$ cat src/rtl/gra_pkg.sv
// Package for the grid region allocator: transaction structs, command codes,
// the memory control group and default parameter values. No dependencies.
package gra_pkg;

  localparam int GRID_SIDE_DEFAULT = 16;

  localparam logic [1:0] CMD_LOCATE    = 2'd0;
  localparam logic [1:0] CMD_MARK      = 2'd1;
  localparam logic [1:0] CMD_CLEAR     = 2'd2;
  localparam logic [1:0] CMD_CLEAR_ALL = 2'd3;

  typedef struct packed {
    logic [1:0] command;
    logic [3:0] region_x;
    logic [3:0] region_y;
    logic [4:0] region_width;
    logic [4:0] region_height;
  } req_t;

  typedef struct packed {
    logic       found;
    logic [3:0] found_x;
    logic [3:0] found_y;
  } rsp_t;

  typedef struct packed {
    logic rd_en;
    logic wr_en;
    logic clr_all;
  } mem_ctl_t;

endpackage

$ cat src/rtl/grid_region_allocator_top.sv
// Top level of the grid region allocator: the sequencer with its row unit and
// the occupancy memory. Depends on gra_pkg, gra_seq and gra_grid_mem.
//
//   port group        direction  handshake
//   request (req_t)   in         start high while busy is low
//   result (rsp_t)    out        done high for one cycle, always taken
//
// Locate reads one memory row per cycle, and each column scan ends in the cycle
// after its last read. Mark and clear read and then write back each grid row touched.
// Clear-all, zero-size requests, oversized locates and marks or clears that start
// outside the grid answer in the next cycle.
// Reset empties the grid at once. The result cannot be stalled; only start waits on busy.
module grid_region_allocator_top #(
  parameter int GRID_SIDE = gra_pkg::GRID_SIDE_DEFAULT
) (
  input  logic          clk,
  input  logic          rst,
  input  logic          start,
  input  gra_pkg::req_t request,
  output logic          busy,
  output logic          done,
  output gra_pkg::rsp_t result
);
  import gra_pkg::*;

  localparam int RW  = $clog2(GRID_SIDE);
  localparam int RCW = $clog2(GRID_SIDE + 1);
  localparam int SW  = $clog2(2 * GRID_SIDE + 32);

  mem_ctl_t             mctl;
  logic [RW-1:0]        rd_addr;
  logic [RW-1:0]        wr_addr;
  logic [GRID_SIDE-1:0] wr_data;
  logic [GRID_SIDE-1:0] rd_row;

  gra_seq #(
    .GRID_SIDE(GRID_SIDE),
    .RW       (RW),
    .RCW      (RCW),
    .SW       (SW)
  ) u_seq (
    .clk    (clk),
    .rst    (rst),
    .start  (start),
    .request(request),
    .busy   (busy),
    .done   (done),
    .result (result),
    .mctl   (mctl),
    .rd_addr(rd_addr),
    .wr_addr(wr_addr),
    .wr_data(wr_data),
    .rd_row (rd_row)
  );

  gra_grid_mem #(
    .GRID_SIDE(GRID_SIDE),
    .RW       (RW)
  ) u_mem (
    .clk    (clk),
    .rst    (rst),
    .ctl    (mctl),
    .rd_addr(rd_addr),
    .wr_addr(wr_addr),
    .wr_data(wr_data),
    .rd_row (rd_row)
  );

endmodule

$ cat src/rtl/gra_span_unit.sv
// Shared row unit: builds the column span of a region and applies it to one
// grid row, giving the occupancy test and the marked and cleared rows.
// Depends on nothing but its parameters.
module gra_span_unit #(
  parameter int GRID_SIDE = 16,
  parameter int SW        = 8
) (
  input  logic [GRID_SIDE-1:0] row_in,
  input  logic [SW-1:0]        x,
  input  logic [SW-1:0]        w,
  output logic                 hit,
  output logic [GRID_SIDE-1:0] set_row,
  output logic [GRID_SIDE-1:0] clr_row
);

  logic [SW-1:0]        x_end;
  logic [GRID_SIDE-1:0] span;

  assign x_end = x + w;

  always_comb begin
    for (int i = 0; i < GRID_SIDE; i++) begin
      span[i] = (SW'(i) >= x) && (SW'(i) < x_end);
    end
  end

  assign hit     = |(row_in & span);
  assign set_row = row_in | span;
  assign clr_row = row_in & ~span;

endmodule

$ cat src/rtl/gra_grid_mem.sv
// Occupancy memory: one row of cells per word, one read and one write port,
// registered read data, and a valid bit per row so that reset and clear-all
// empty the grid at once. Depends on gra_pkg.
module gra_grid_mem #(
  parameter int GRID_SIDE = 16,
  parameter int RW        = 4
) (
  input  logic                 clk,
  input  logic                 rst,
  input  gra_pkg::mem_ctl_t    ctl,
  input  logic [RW-1:0]        rd_addr,
  input  logic [RW-1:0]        wr_addr,
  input  logic [GRID_SIDE-1:0] wr_data,
  output logic [GRID_SIDE-1:0] rd_row
);
  import gra_pkg::*;

  logic [GRID_SIDE-1:0] mem [GRID_SIDE];
  logic [GRID_SIDE-1:0] row_valid;
  logic [GRID_SIDE-1:0] rd_data;
  logic                 rd_valid;

  always_ff @(posedge clk) begin
    if (ctl.wr_en) begin
      mem[wr_addr] <= wr_data;
    end
    if (ctl.rd_en) begin
      rd_data <= mem[rd_addr];
    end
  end

  always_ff @(posedge clk) begin
    if (rst) begin
      row_valid <= '0;
      rd_valid  <= 1'b0;
    end else begin
      if (ctl.clr_all) begin
        row_valid <= '0;
      end else if (ctl.wr_en) begin
        row_valid[wr_addr] <= 1'b1;
      end
      if (ctl.rd_en) begin
        rd_valid <= row_valid[rd_addr];
      end
    end
  end

  assign rd_row = rd_valid ? rd_data : '0;

endmodule

$ cat src/rtl/gra_seq.sv
// Sequencer of the allocator: walks rows and columns through the shared row
// unit for locate, mark and clear, and registers the result.
// Depends on gra_pkg and gra_span_unit.
module gra_seq #(
  parameter int GRID_SIDE = 16,
  parameter int RW        = 4,
  parameter int RCW       = 5,
  parameter int SW        = 8
) (
  input  logic                 clk,
  input  logic                 rst,
  input  logic                 start,
  input  gra_pkg::req_t        request,
  output logic                 busy,
  output logic                 done,
  output gra_pkg::rsp_t        result,
  output gra_pkg::mem_ctl_t    mctl,
  output logic [RW-1:0]        rd_addr,
  output logic [RW-1:0]        wr_addr,
  output logic [GRID_SIDE-1:0] wr_data,
  input  logic [GRID_SIDE-1:0] rd_row
);
  import gra_pkg::*;

  localparam int PW = (RCW > 4) ? RCW : 4;
  localparam logic [SW-1:0]  SIDE_S = SW'(GRID_SIDE);
  localparam logic [RCW-1:0] SIDE_R = RCW'(GRID_SIDE);

  typedef enum logic [3:0] {
    ST_IDLE     = 4'b0001,
    ST_SCAN     = 4'b0010,
    ST_PAINT_RD = 4'b0100,
    ST_PAINT_WR = 4'b1000
  } state_t;

  state_t         state, state_next;
  logic [SW-1:0]  x_q, x_q_next;
  logic [SW-1:0]  x_last, x_last_next;
  logic [SW-1:0]  w_q, w_q_next;
  logic [RCW-1:0] h_q, h_q_next;
  logic [RCW-1:0] run, run_next;
  logic [RCW-1:0] irow, irow_next;
  logic           pend, pend_next;
  logic [RW-1:0]  prow, prow_next;
  logic [RCW-1:0] row_end, row_end_next;
  logic           op_set, op_set_next;
  logic           done_next;
  rsp_t           result_next;

  logic                 hit;
  logic [GRID_SIDE-1:0] set_row;
  logic [GRID_SIDE-1:0] clr_row;
  logic [SW-1:0]        x_ext;
  logic [SW-1:0]        y_ext;
  logic [SW-1:0]        w_ext;
  logic [SW-1:0]        h_ext;
  logic [SW-1:0]        y_end;
  logic [PW-1:0]        fy;
  logic [RCW-1:0]       prow_inc;

  gra_span_unit #(
    .GRID_SIDE(GRID_SIDE),
    .SW       (SW)
  ) u_span (
    .row_in (rd_row),
    .x      (x_q),
    .w      (w_q),
    .hit    (hit),
    .set_row(set_row),
    .clr_row(clr_row)
  );

  assign x_ext    = SW'(request.region_x);
  assign y_ext    = SW'(request.region_y);
  assign w_ext    = SW'(request.region_width);
  assign h_ext    = SW'(request.region_height);
  assign y_end    = y_ext + h_ext;
  assign fy       = PW'(irow - h_q);
  assign prow_inc = RCW'(prow) + RCW'(1);

  assign busy    = (state != ST_IDLE);
  assign rd_addr = (state == ST_SCAN) ? irow[RW-1:0] : prow;
  assign wr_addr = prow;
  assign wr_data = op_set ? set_row : clr_row;

  always_comb begin
    state_next   = state;
    x_q_next     = x_q;
    x_last_next  = x_last;
    w_q_next     = w_q;
    h_q_next     = h_q;
    run_next     = run;
    irow_next    = irow;
    pend_next    = pend;
    prow_next    = prow;
    row_end_next = row_end;
    op_set_next  = op_set;
    done_next    = 1'b0;
    result_next  = result;
    mctl         = '0;
    case (state)
      ST_IDLE: begin
        if (start) begin
          result_next = '{found: 1'b1, found_x: 4'd0, found_y: 4'd0};
          case (request.command)
            CMD_LOCATE: begin
              if (request.region_width == 5'd0 || request.region_height == 5'd0) begin
                done_next = 1'b1;
              end else if (w_ext > SIDE_S || h_ext > SIDE_S) begin
                done_next         = 1'b1;
                result_next.found = 1'b0;
              end else begin
                state_next  = ST_SCAN;
                x_q_next    = '0;
                x_last_next = SIDE_S - w_ext;
                w_q_next    = w_ext;
                h_q_next    = RCW'(h_ext);
                run_next    = '0;
                irow_next   = '0;
                pend_next   = 1'b0;
              end
            end
            CMD_MARK, CMD_CLEAR: begin
              op_set_next = (request.command == CMD_MARK);
              if (request.region_width == 5'd0 || request.region_height == 5'd0 ||
                  x_ext >= SIDE_S || y_ext >= SIDE_S) begin
                done_next = 1'b1;
              end else begin
                state_next   = ST_PAINT_RD;
                x_q_next     = x_ext;
                w_q_next     = w_ext;
                prow_next    = y_ext[RW-1:0];
                row_end_next = (y_end > SIDE_S) ? SIDE_R : RCW'(y_end);
              end
            end
            default: begin
              mctl.clr_all = 1'b1;
              done_next    = 1'b1;
            end
          endcase
        end
      end
      ST_SCAN: begin
        mctl.rd_en = (irow != SIDE_R);
        pend_next  = (irow != SIDE_R);
        if (irow != SIDE_R) begin
          irow_next = irow + RCW'(1);
        end
        if (pend) begin
          run_next = hit ? '0 : run + RCW'(1);
          if (!hit && (run + RCW'(1) == h_q)) begin
            state_next  = ST_IDLE;
            done_next   = 1'b1;
            result_next = '{found: 1'b1, found_x: x_q[3:0], found_y: fy[3:0]};
          end else if (irow == SIDE_R) begin
            if (x_q == x_last) begin
              state_next  = ST_IDLE;
              done_next   = 1'b1;
              result_next = '{found: 1'b0, found_x: 4'd0, found_y: 4'd0};
            end else begin
              x_q_next  = x_q + SW'(1);
              irow_next = '0;
              pend_next = 1'b0;
              run_next  = '0;
            end
          end
        end
      end
      ST_PAINT_RD: begin
        mctl.rd_en = 1'b1;
        state_next = ST_PAINT_WR;
      end
      ST_PAINT_WR: begin
        mctl.wr_en = 1'b1;
        if (prow_inc == row_end) begin
          state_next  = ST_IDLE;
          done_next   = 1'b1;
          result_next = '{found: 1'b1, found_x: 4'd0, found_y: 4'd0};
        end else begin
          prow_next  = prow_inc[RW-1:0];
          state_next = ST_PAINT_RD;
        end
      end
      default: begin
        state_next = ST_IDLE;
      end
    endcase
  end

  always_ff @(posedge clk) begin
    if (rst) begin
      state <= ST_IDLE;
      done  <= 1'b0;
      pend  <= 1'b0;
    end else begin
      state <= state_next;
      done  <= done_next;
      pend  <= pend_next;
    end
  end

  always_ff @(posedge clk) begin
    x_q     <= x_q_next;
    x_last  <= x_last_next;
    w_q     <= w_q_next;
    h_q     <= h_q_next;
    run     <= run_next;
    irow    <= irow_next;
    prow    <= prow_next;
    row_end <= row_end_next;
    op_set  <= op_set_next;
    result  <= result_next;
  end

endmodule

$ cat config.mk
export PLATFORM = sky130hd
export DESIGN_NAME = grid_region_allocator_top
export DESIGN_NICKNAME = d
export VERILOG_FILES = /design/src/rtl/gra_pkg.sv /design/src/rtl/grid_region_allocator_top.sv /design/src/rtl/gra_span_unit.sv /design/src/rtl/gra_grid_mem.sv /design/src/rtl/gra_seq.sv
export SDC_FILE = /design/constraint.sdc
export NUM_CORES = 1
export LEC_CHECK = 0
export BUFFER_PORTS_ARGS = -buffer_cell sky130_fd_sc_hd__buf_2
export CAP_MARGIN = 20
export CORE_MARGIN = 2
export CORE_UTILIZATION = 55
export CTS_CLUSTER_SIZE = 14
export DETAILED_ROUTE_END_ITERATION = 10
export PLACE_DENSITY = 0.71
export SETUP_SLACK_MARGIN = 0.02
export SYNTH_ARGS = -nofsm -noshare
export SYNTH_HDL_FRONTEND = slang
export SYNTH_SLANG_ARGS = --single-unit
$ cat constraint.sdc
create_clock -name clk -period 8.1 [get_ports clk]
set_clock_uncertainty 0.05 [all_clocks]
set_input_delay 0 -clock clk [delete_from_list [all_inputs] [get_ports clk]]
set_output_delay 0 -clock clk [all_outputs]
set_load 0.005 [all_outputs]
==> results of run 1 <==
placed cells by master (no fill, tap or decap), drive strengths merged, types with 10 or more instances in the layout:
master,n
edfxtp,323
nand2,74
mux4,68
buf,67
nor2,63
clkbuf,45
nand3,40
and2,34
o21ai,32
inv,30
ha,28
a211oi,28
dlygate4sd3,23
dfxtp,23
nor3,21
a31oi,20
xor2,19
a21oi,19
xnor2,16
clkinv,15
nor4,11
nand2b,10
per-stage QoR:
stage                     power [mW]  std cells  utilization [%]  hold WS (ns)
final                           4.28       1499             63.4         0.121
after global routing            4.44       1499             63.4         0.175
after CTS                       4.29       1498             63.3         0.114
after detailed placement        2.73       1412             58.4         0.175
after global placement          2.72       1411             58.3         0.174
after floorplan                 2.55       1018                -        0.0489
cell type report:
type,instances,share of cell area (%)
Inverter,30,0.641
Tap cell,378,2.69
Timing Repair Buffer,90,3.82
Clock buffer,45,5.32
Multi-Input combinational cell,592,28.6
Sequential cell,346,57.8
Clock inverter,18,1.13
worst max-delay path, cell delays in order, from the launching register on:
cell      delay, ns
edfxtp_1       0.56
inv_1          0.24
fa_1           0.52
o21ai_0        0.25
nand3_1        0.42
o311ai_1       0.62
o22ai_1        0.19
nor4_2         0.39
nand3_2        0.45
a211oi_2       0.71
kinds of logic (layout without fill, tap and decap cells):
kind of cell / count (synthesis) / after routing / synth area share [%]
multiplexers: 79 / 79 / 10.7
buffers and inverters: 80 / 183 / 2.16
XOR/XNOR: 35 / 35 / 1.98
AND/OR/NAND/NOR: 303 / 303 / 10.4
flip-flops: 346 / 346 / 65.7
adder cells (fa/ha/maj): 31 / 31 / 2.66
AO/OA/AOI/OAI: 144 / 144 / 6.41
worst max-delay path by stage:
stage / cells past startpoint / startpoint / end
6_report: 9 / u_seq.x_q[1] / u_seq.result[2]
5_1_grt: 10 / u_seq.x_q[1] / u_seq.result[6]
4_1_cts: 10 / u_seq.x_q[0] / u_seq.result[2]
3_5_place_dp: 10 / u_seq.x_q[0] / u_seq.result[4]
3_3_place_gp: 11 / u_seq.x_q[0] / u_seq.result[1]
2_1_floorplan: 12 / u_seq.x_q[0] / u_seq.result[0]
power by group:
group          total (mW)  switching [mW]  internal [mW]
registers            2.09          0.0483           2.05
logic               0.619           0.387          0.232
clock network        1.57           0.670          0.895
registers in the layout, summed over array words and instances (netlist names), 4 cells and up:
signal and cells:
u_seq.wr_addr 4, u_seq.h_q 5, u_seq.x_last 6, u_mem.mem 256, u_seq.run 5, u_seq.result 9
u_mem.row_valid 16, u_seq.row_end 5, u_seq.state 4, u_seq.w_q 5, u_seq.irow 5, u_seq.x_q 6
u_mem.rd_data 16
cell usage after synthesis, drive strengths merged, types with 11 or more instances:
master and number:
edfxtp 323, nand2 74, mux4 68, nor2 63, nand3 40, and2 34, clkbuf 33, o21ai 32
inv 30, a211oi 28, ha 28, dfxtp 23, nor3 21, a31oi 20, a21oi 19, xor2 19
buf 17, xnor2 16, nor4 11
what timing repair did:
action | CTS | global route
hold buffers | 23 | 0
gates resized for setup | 0 | 0
hold endpoints to repair | 38 | 0
metal layers:
| metal | track usage [%] | vias to the layer above |
|---|---|---|
| met5 | 0 | - |
| li1 | - | 4127 |
| met3 | 3.96 | 56 |
| met4 | 6.23 | 0 |
| met1 | 34.4 | 4680 |
| met2 | 40.0 | 343 |
==> results.toml, run 1 <==
[run_status]
outcome = "complete, no violations"

[sta]
slew_headroom_pct = 24.2
hold_violations = 0
fin_ws_ns = 3.32
fmax_mhz = 209
maxSlewViolCount = 0
worst_pin_slew_ns = 1.14
rsz0062_at_grt = "false"
fin_setup_tns_ns = 0
period_needed_ns = 4.78
fin_crit_sh_pct = 59.0
setup_viol = 0

[critical_path]
reg2reg_from = "u_seq.x_q[1]"
end_kind = "flip-flop"
worstPathRequired_ns = 8.20
worstSetupStartpointType = "flip-flop"
worstReg2RegEnd = "u_seq.result[2]"
path_max_fanout = 16
critical_path_class = "flip-flop to flip-flop"
ff2ff_path_depth = 9
r2r_slack_ns = 3.32
worst-endpoint-arrival_ns = 4.89

[route]
wl_met2_mm = 17.1
routedWlPerCell_um = 23.3
top_layer_used = "met4"
vias = 9206
antenna_left = 0
routed_wl_mm = 35.0
drtIter0Drc = 837
drt_first_pass_iters = 5
routed-wl-met3_mm = 2.35
post_drt_via_cell_ratio = 6.14
met1_length_mm = 14.9
remaining_drc_errors = 0

[clocking]
postCtsSetupBuffers = 0
root_buffer = "clkbuf_16"
cts_tree = "done"
clock_sinks = 346
cts_htree_levels = 2
cts_buffer_depth = 3
cts_buffers = 36
clkLatencyLatePin_ns = 0.53
path_clk_slew_ns = 0.06

[grt]
antenna_found_initial = 0
grt_start_max_net_pins = 69
grt_overflow_total = 0
grt_pass1_wl_mm = 53.2
grt_pass1_vias = 9062
track_usage_pct = 24.4

[placed_design]
port-buffer-count = 33
gp_congestion = 0.905
hpwl_mm = 20.8
placed_area_sq_um = 16200
place_ws_ns = 3.39

[layout]
final_area_sq_um = 17600
area_delta_synth_final_pct = 13.7
seqCellArea_sq_um = 10200
drive_gt1_share_pct = 19.4
fillCellCount = 1966
antenna_cells = 0
num-nets-final = 1150
multi_input_area_sq_um = 5010

[pwr]
powerDensity_nw_per_um2 = 244
p_leak_nw = 5.90
vdd_drop_max_mv = 0.168

[logic_synthesis]
synthDistinctLibCells = 73
ys_ff_latch = 346
yosysWarnings = 0
synthArstFlopShare_pct = 0
netlist_top_cells_area = "edfxtp_1 63%, mux4_2 9.9%, dfxtp_1 3.0%"
synth_edf_count = 323
netlist.top_cell.by_area = "edfxtp_1"
synth_area_per_cell_sq_um = 15.2
synth_top_area_share_pct = 62.8
ys.flop_type = "edfxtp_1"
synth_cells = 1018
synthesis.nets = 1072
seq_area_frac_synth_pct = 65.7
synth_area_sq_um = 15500

[floorplanning]
rows = 61
dieHeight_um = 172
core_sq_um = 27700
dieWidth_um = 172
die_area_sq_um = 29500
io_pins = 34
start_util_pct = 55.8

[worst_hold_path]
min-delay-start = "request[19]"
holdPathEnd = "u_seq.state[2]"
holdPathStages = 6
hp-class = "primary input to flip-flop"

[flow_run]
drv_cap = 0
Note: power is estimated with default switching activity, not from simulation.
==> run 2: changes to the inputs <==
--- a/config.mk
+++ b/config.mk
@@ -5,6 +5,7 @@
 export SDC_FILE = /design/constraint.sdc
 export NUM_CORES = 1
 export LEC_CHECK = 0
+export ABC_AREA = 1
 export BUFFER_PORTS_ARGS = -buffer_cell sky130_fd_sc_hd__buf_2
 export CAP_MARGIN = 20
 export CORE_MARGIN = 2
==> constraint.sdc (replaced) <==
create_clock -name clk -period 4.95 [get_ports clk]
set_clock_uncertainty 0.05 [all_clocks]
set_input_delay 0 -clock clk [delete_from_list [all_inputs] [get_ports clk]]
set_output_delay 0 -clock clk [all_outputs]
set_load 0.005 [all_outputs]
==> run 2 against run 1 <==
Utilization shrank 0.056 points; synthesized cell count increased by 33%; synthesized area fell by 0.51%; non-clock buffer count is 3 higher; via count grew 18%; worst hold slack improved by 0.062 ns; global-route usage grew 2.1 points; combinational power grew to 3.6 times the previous value; critical path depth grew 4; critical path type unchanged; critical endpoint is now u_seq.x_q[2].
==> results.toml, run 2 <==
[run_status]
outcome = "complete, no violations"

[logic_synthesis]
synth_edf_count = 323
seq_area_frac_synth_pct = 66.1
synthAdderAreaFrac_pct = 2.67
synthesis.nets = 1410
synth_cells = 1356
synth_top_family_by_area = "simple AND/OR/NAND/NOR gates"
synth-simple-area-share_pct = 13.7
synth_top_area_share_pct = 63.1
synthDistinctLibCells = 44
synth_compound_area_share_pct = 11.7
synth_area_sq_um = 15400
synth_area_per_cell_sq_um = 11.3
synth_xor_area_share_pct = 1.36
yosysWarnings = 0
muxShareOfSynthArea_pct = 0
netlist_top_cells_area = "edfxtp_1 63%, nor2_1 5.9%, o21ai_0 5.2%"
ys_ff_latch = 346
netlist.top_cell.by_area = "edfxtp_1"
synthArstFlopShare_pct = 0
yosys-top-cells-count = "323 x edfxtp_1, 241 x nor2_1, 159 x o21ai_0, 109 x nand2_1, 101 x inv_1"
yosysMostFrequentCell = "edfxtp_1"
ys.flop_type = "edfxtp_1"

[route]
antenna_left = 0
routed-wl-met3_mm = 3.39
wl_met2_mm = 18.5
vias = 10841
drtIter0Drc = 1086
top_layer_used = "met4"
routed_wl_mm = 38.6
remaining_drc_errors = 0
met1_length_mm = 15.9
routedWlPerCell_um = 21.1
drt_first_pass_iters = 5
post_drt_via_cell_ratio = 5.92

[sta]
rsz0062_at_grt = "false"
fin_setup_tns_ns = 0
maxSlewViolCount = 0
period_needed_ns = 3.67
hold_violations = 0
slew_headroom_pct = 22.1
fin_crit_sh_pct = 74.1
fmax_mhz = 273
setup_viol = 0
fin_ws_ns = 1.28
worst_pin_slew_ns = 1.17

[critical_path]
end_kind = "flip-flop"
worstPathRequired_ns = 5.17
crit_top_cell = "nand2_1"
path_max_fanout = 15
worst-endpoint-arrival_ns = 3.89
slowest_stage = "edfxtp_1"
critical_path_class = "flip-flop to flip-flop"
path_cells = "inv_1, fa_1, nand3b_1, nand2_1, nand2_1, nand2_2, nand3_2, nand4_1, nand3_1, nor2_2, nand4_1, nand2_1, inv_2"
worstSetupStartpointType = "flip-flop"
cpPeakStageDelay_ns = 0.52

[grt]
grt_pass1_vias = 10272
track_usage_pct = 26.5
grt_pass1_wl_mm = 58.6
grt_start_max_net_pins = 82
antenna_found_initial = 0
grt_overflow_total = 0

[placed_design]
place_ws_ns = 1.29
hpwl_mm = 21.9
port-buffer-count = 33
placed_area_sq_um = 16100
gp_congestion = 0.862

[floorplanning]
rows = 61
start_util_pct = 55.6
dieHeight_um = 171
die_area_sq_um = 29300
core_sq_um = 27600
dieWidth_um = 171
io_pins = 34

[clocking]
path_clk_slew_ns = 0.05
cts_buffer_depth = 3
clock_sinks = 346
clkLatencyLatePin_ns = 0.53
cts_htree_levels = 2
cts_buffers = 37
root_buffer = "clkbuf_16"
cts_tree = "done"

[pwr]
vdd_drop_max_mv = 0.280
p_leak_nw = 6.36
powerDensity_nw_per_um2 = 489

[layout]
final_area_sq_um = 17500
final_common_cell = "edfxtp_1"
drive_gt1_share_pct = 11.8
reg.largest.list = "u_mem.mem: 256 flops, u_mem.rd_data: 16 flops, u_mem.row_valid: 16 flops"
num-nets-final = 1479
layout_common_cells = "323 x edfxtp_1, 229 x nor2_1, 159 x o21ai_0"
antenna_cells = 0
area_delta_synth_final_pct = 13.8
largest_reg_flops = 256
regMostFlops = "u_mem.mem"

[worst_hold_path]
hp-class = "primary input to flip-flop"

[flow_run]
drv_cap = 0
## run 2: routing by layer
layer,vias up,GRT usage (%)
met5,-,0
met3,71,4.33
met1,5241,36.6
met4,0,8.03
met2,505,43.6
li1,5024,-
## run 2: critical path: cells and delay by family (launching register included)
family                     cells  cell delay, ns
adders and majority gates      1            0.48
buffers and inverters          2            0.33
DFF                            1            0.52
and+or+nand+nor               10            2.01
## run 2: final timing paths
| check | slack, ns | from | end | cells past startpoint |
|---|---|---|---|---|
| setup / recovery | 1.28 | u_seq.x_q[1] | u_seq.x_q[2] | 13 |
| hold reg to reg | 0.40 | u_seq.state[3] | u_seq.state[3] | 1 |
| setup reg to reg | 1.28 | u_seq.x_q[1] | u_seq.x_q[2] | 13 |
| hold / removal | 0.18 | request[6] | u_seq.w_q[1] | 2 |
## run 2: report_power, final
| part | internal, mW | switching [mW] | total, mW |
|---|---|---|---|
| sequential | 3.61 | 0.105 | 3.72 |
| clock | 1.52 | 1.13 | 2.65 |
| combinational | 0.641 | 1.56 | 2.20 |
| total | 5.77 | 2.79 | 8.56 |
## run 2: timing repair
| item | CTS | global route |
|---|---|---|
| buffers inserted | 0 | 0 |
| resized for setup | 0 | 0 |
| hold buffers | 22 | 0 |
| endpoints found under the hold margin | 36 | 0 |
## run 2: layout make-up
| class | instances | area [sq um] |
|---|---|---|
| Sequential cell | 346 | 10200 |
| Fill cell | 2160 | 10100 |
| Multi-Input combinational cell | 838 | 4630 |
| Clock buffer | 45 | 977 |
| Timing Repair Buffer | 93 | 671 |
| Tap cell | 378 | 473 |
| Inverter | 109 | 410 |
| Clock inverter | 22 | 183 |
## run 2: stage by stage
stage	utilization (%)	std cells	total power [mW]	hold slack, ns
after floorplan	-	1356	5.25	0.0169
after global placement	58.1	1734	5.84	0.166
after detailed placement	58.3	1739	5.90	0.165
after CTS	63.3	1828	8.54	0.167
after global routing	63.3	1831	8.96	0.185
final	63.3	1831	8.56	0.183
## run 2: logic make-up after synthesis
group | count (synthesis)
AOI/OAI and AO/OA | 301
xor gates and xnor gates | 23
adders and majority gates | 31
buffers and inverters | 172
DFF | 346
and+or+nand+nor | 483
==> run 3: changes to the inputs <==
==> constraint.sdc (replaced) <==
create_clock -name clk -period 3.8 [get_ports clk]
set_clock_uncertainty 0.05 [all_clocks]
set_input_delay 0 -clock clk [delete_from_list [all_inputs] [get_ports clk]]
set_output_delay 0 -clock clk [all_outputs]
set_load 0.005 [all_outputs]
==> run 3 against run 2 <==
Utilization increased by 0.40 points; routed wire length decreased by 2.1%; die area unchanged; global-route usage decreased by 0.43 points; register-to-register slack got worse by 0.97 ns; non-clock buffer count increased by 11; first-iteration DRC count decreased by 1.7%; critical path depth increased by 2; power increased by 31%; flip-flop and latch count unchanged; count of clock-buffer cells in the layout increased by 8; critical path type unchanged; largest cell class unchanged; largest power group unchanged; highest routed layer unchanged.
==> results.toml, run 3 (synthesis gave the netlist of run 2 again) <==
[critical_path]
crit_start = "u_seq.x_q[0]"
crit_top_cell = "nand3_1"
r2r_slack_ns = 0.31
worstPathBufferInverterCount = 2
path_max_fanout = 15
path_cells = "ha_1, inv_1, fa_1, nand3b_1, nand2_1, nand2_1, nand2_2, nand3_2, nand4_1, nand3_1, nor2_2, nand3_1, nand3_2, nand3_1, inv_1"
worstPathRequired_ns = 3.94
reg2reg_from = "u_seq.x_q[0]"
cpPeakStageDelay_ns = 0.47
worstReg2RegEnd = "u_seq.result[0]"
ff2ff_path_depth = 15
slowest_stage = "fa_1"
cp_top_family = "simple AND/OR/NAND/NOR gates"
worst-endpoint-arrival_ns = 3.64
critical_path_class = "flip-flop to flip-flop"
worstSetupStartpointType = "flip-flop"
end_kind = "flip-flop"

[layout]
seqCellArea_sq_um = 10200
fin_util_pct = 63.7
fillCellCount = 2105
layout_common_cells = "323 x edfxtp_1, 229 x nor2_1, 159 x o21ai_0"
largest_reg_flops = 256
num-nets-final = 1491
final_cells = 1840
multi_input_area_sq_um = 4610
antenna_cells = 0
final_common_cell = "edfxtp_1"
drive_gt1_share_pct = 12.4
reg.largest.list = "u_mem.mem: 256 flops, u_mem.rd_data: 16 flops, u_mem.row_valid: 16 flops"
regMostFlops = "u_mem.mem"
area_delta_synth_final_pct = 14.5

[clocking]
cts_htree_levels = 2
path_clk_slew_ns = 0.06
cts_buffer_depth = 3
clock_sinks = 346
cts_tree = "done"
root_buffer = "clkbuf_16"
clkLatencyLatePin_ns = 0.53
cts_buffers = 38

[route]
vias = 10841
routed_wl_mm = 37.8
post_drt_via_cell_ratio = 5.89
antenna_left = 0
drt_first_pass_iters = 5
drtIter0Drc = 1068
remaining_drc_errors = 0
routedWlPerCell_um = 20.5

[placed_design]
placed_cells = 1750
hpwl_mm = 22.1
port-buffer-count = 33
gp_congestion = 0.868

[worst_hold_path]
hp-class = "primary input to flip-flop"
holdPathStages = 8
holdPathEnd = "u_seq.done"
min-delay-start = "request[19]"

[floorplanning]
core_sq_um = 27600
rows = 61
die_area_sq_um = 29300
dieWidth_um = 171
io_pins = 34
dieHeight_um = 171
start_util_pct = 55.6

[sta]
rsz0062_at_grt = "false"
setup_viol = 0
fin_crit_sh_pct = 91.9
fin_setup_tns_ns = 0
maxSlewViolCount = 0
holdWs_ns = 0.148
worst_pin_slew_ns = 0.915
hold_violations = 0
fmax_mhz = 286
slew_headroom_pct = 38.6
period_needed_ns = 3.49

[grt]
track_usage_pct = 26.1
grt_overflow_total = 0
grt_pass1_vias = 10297
grt_pass1_wl_mm = 57.5
grt_start_max_net_pins = 137
antenna_found_initial = 0

[flow_run]
drv_cap = 0

[pwr]
powerDensity_nw_per_um2 = 637
vdd_drop_max_mv = 0.421
p_leak_nw = 6.44
power_mw = 11.2

[run_status]
outcome = "complete, no violations"
## run 3: cell count changes in the layout (fill, tap and decap cells not counted)
cell        previous run  this run
buf_12                 0         3
buf_4                 36        45
clkbuf_1               7        13
clkbuf_4               2         1
clkbuf_8               0         2
clkinv_1              13         6
clkinv_2               6         4
clkinvlp_4             2         0
inv_8                  0         1
nor2_2                12        16
nor2_4                 7         3
## run 3: worst max path at each step
stage,to,cells past startpoint
global placement,u_seq.result[3],15
global route,u_seq.result[0],15
finish,u_seq.result[0],15
floorplan,u_seq.result[0],18
detailed placement,u_seq.result[2],15
CTS,u_seq.result[0],15
## run 3: what timing repair did
action / in CTS / in global routing
buffers inserted: 0 / 0
gates resized for setup: 0 / 0
hold buffers: 22 / 0
endpoints found under the hold margin: 35 / 0
## run 3: stage by stage
step | setup slack, ns | cell area (sq um)
global route | 0.0225 | 17600
CTS | 0.292 | 17600
finish | 0.308 | 17600
global placement | 0.401 | 16200
detailed placement | 0.321 | 16200
floorplan | 0.813 | 15400
## run 3: final cells by class
cell class                 count  area share [%]
clock inverter                12           0.810
timing repair buffer         104            4.49
inverter                     109            2.33
tap                          378            2.69
sequential                   346            57.7
multi-input combinational    838            26.2
clock buffer                  53            5.83
## run 3: power by group
part           switching, mW  total [mW]  internal, mW
Sequential             0.116        4.82          4.70
Combinational           2.07        2.94         0.874
Clock                   1.42        3.46          2.04
Total                   3.61        11.2          7.61
## run 3: tightest hold or removal path: stages
cell and delay [ns]:
buf_2 0.13, ha_1 0.17, inv_1 0.06, nand3_1 0.07
nand2_1 0.08, nand2_1 0.05, inv_1 0.04, a21oi_1 0.06
## run 3: routing by layer
| layer | wire length [um] | up-vias | global-route usage (%) |
|---|---|---|---|
| met2 | 17800 | 494 | 42.0 |
| met5 | 0 | - | 0 |
| met3 | 3120 | 81 | 5.04 |
| met4 | 1190 | 0 | 10.6 |
| li1 | - | 5052 | - |
| met1 | 15700 | 5214 | 35.2 |
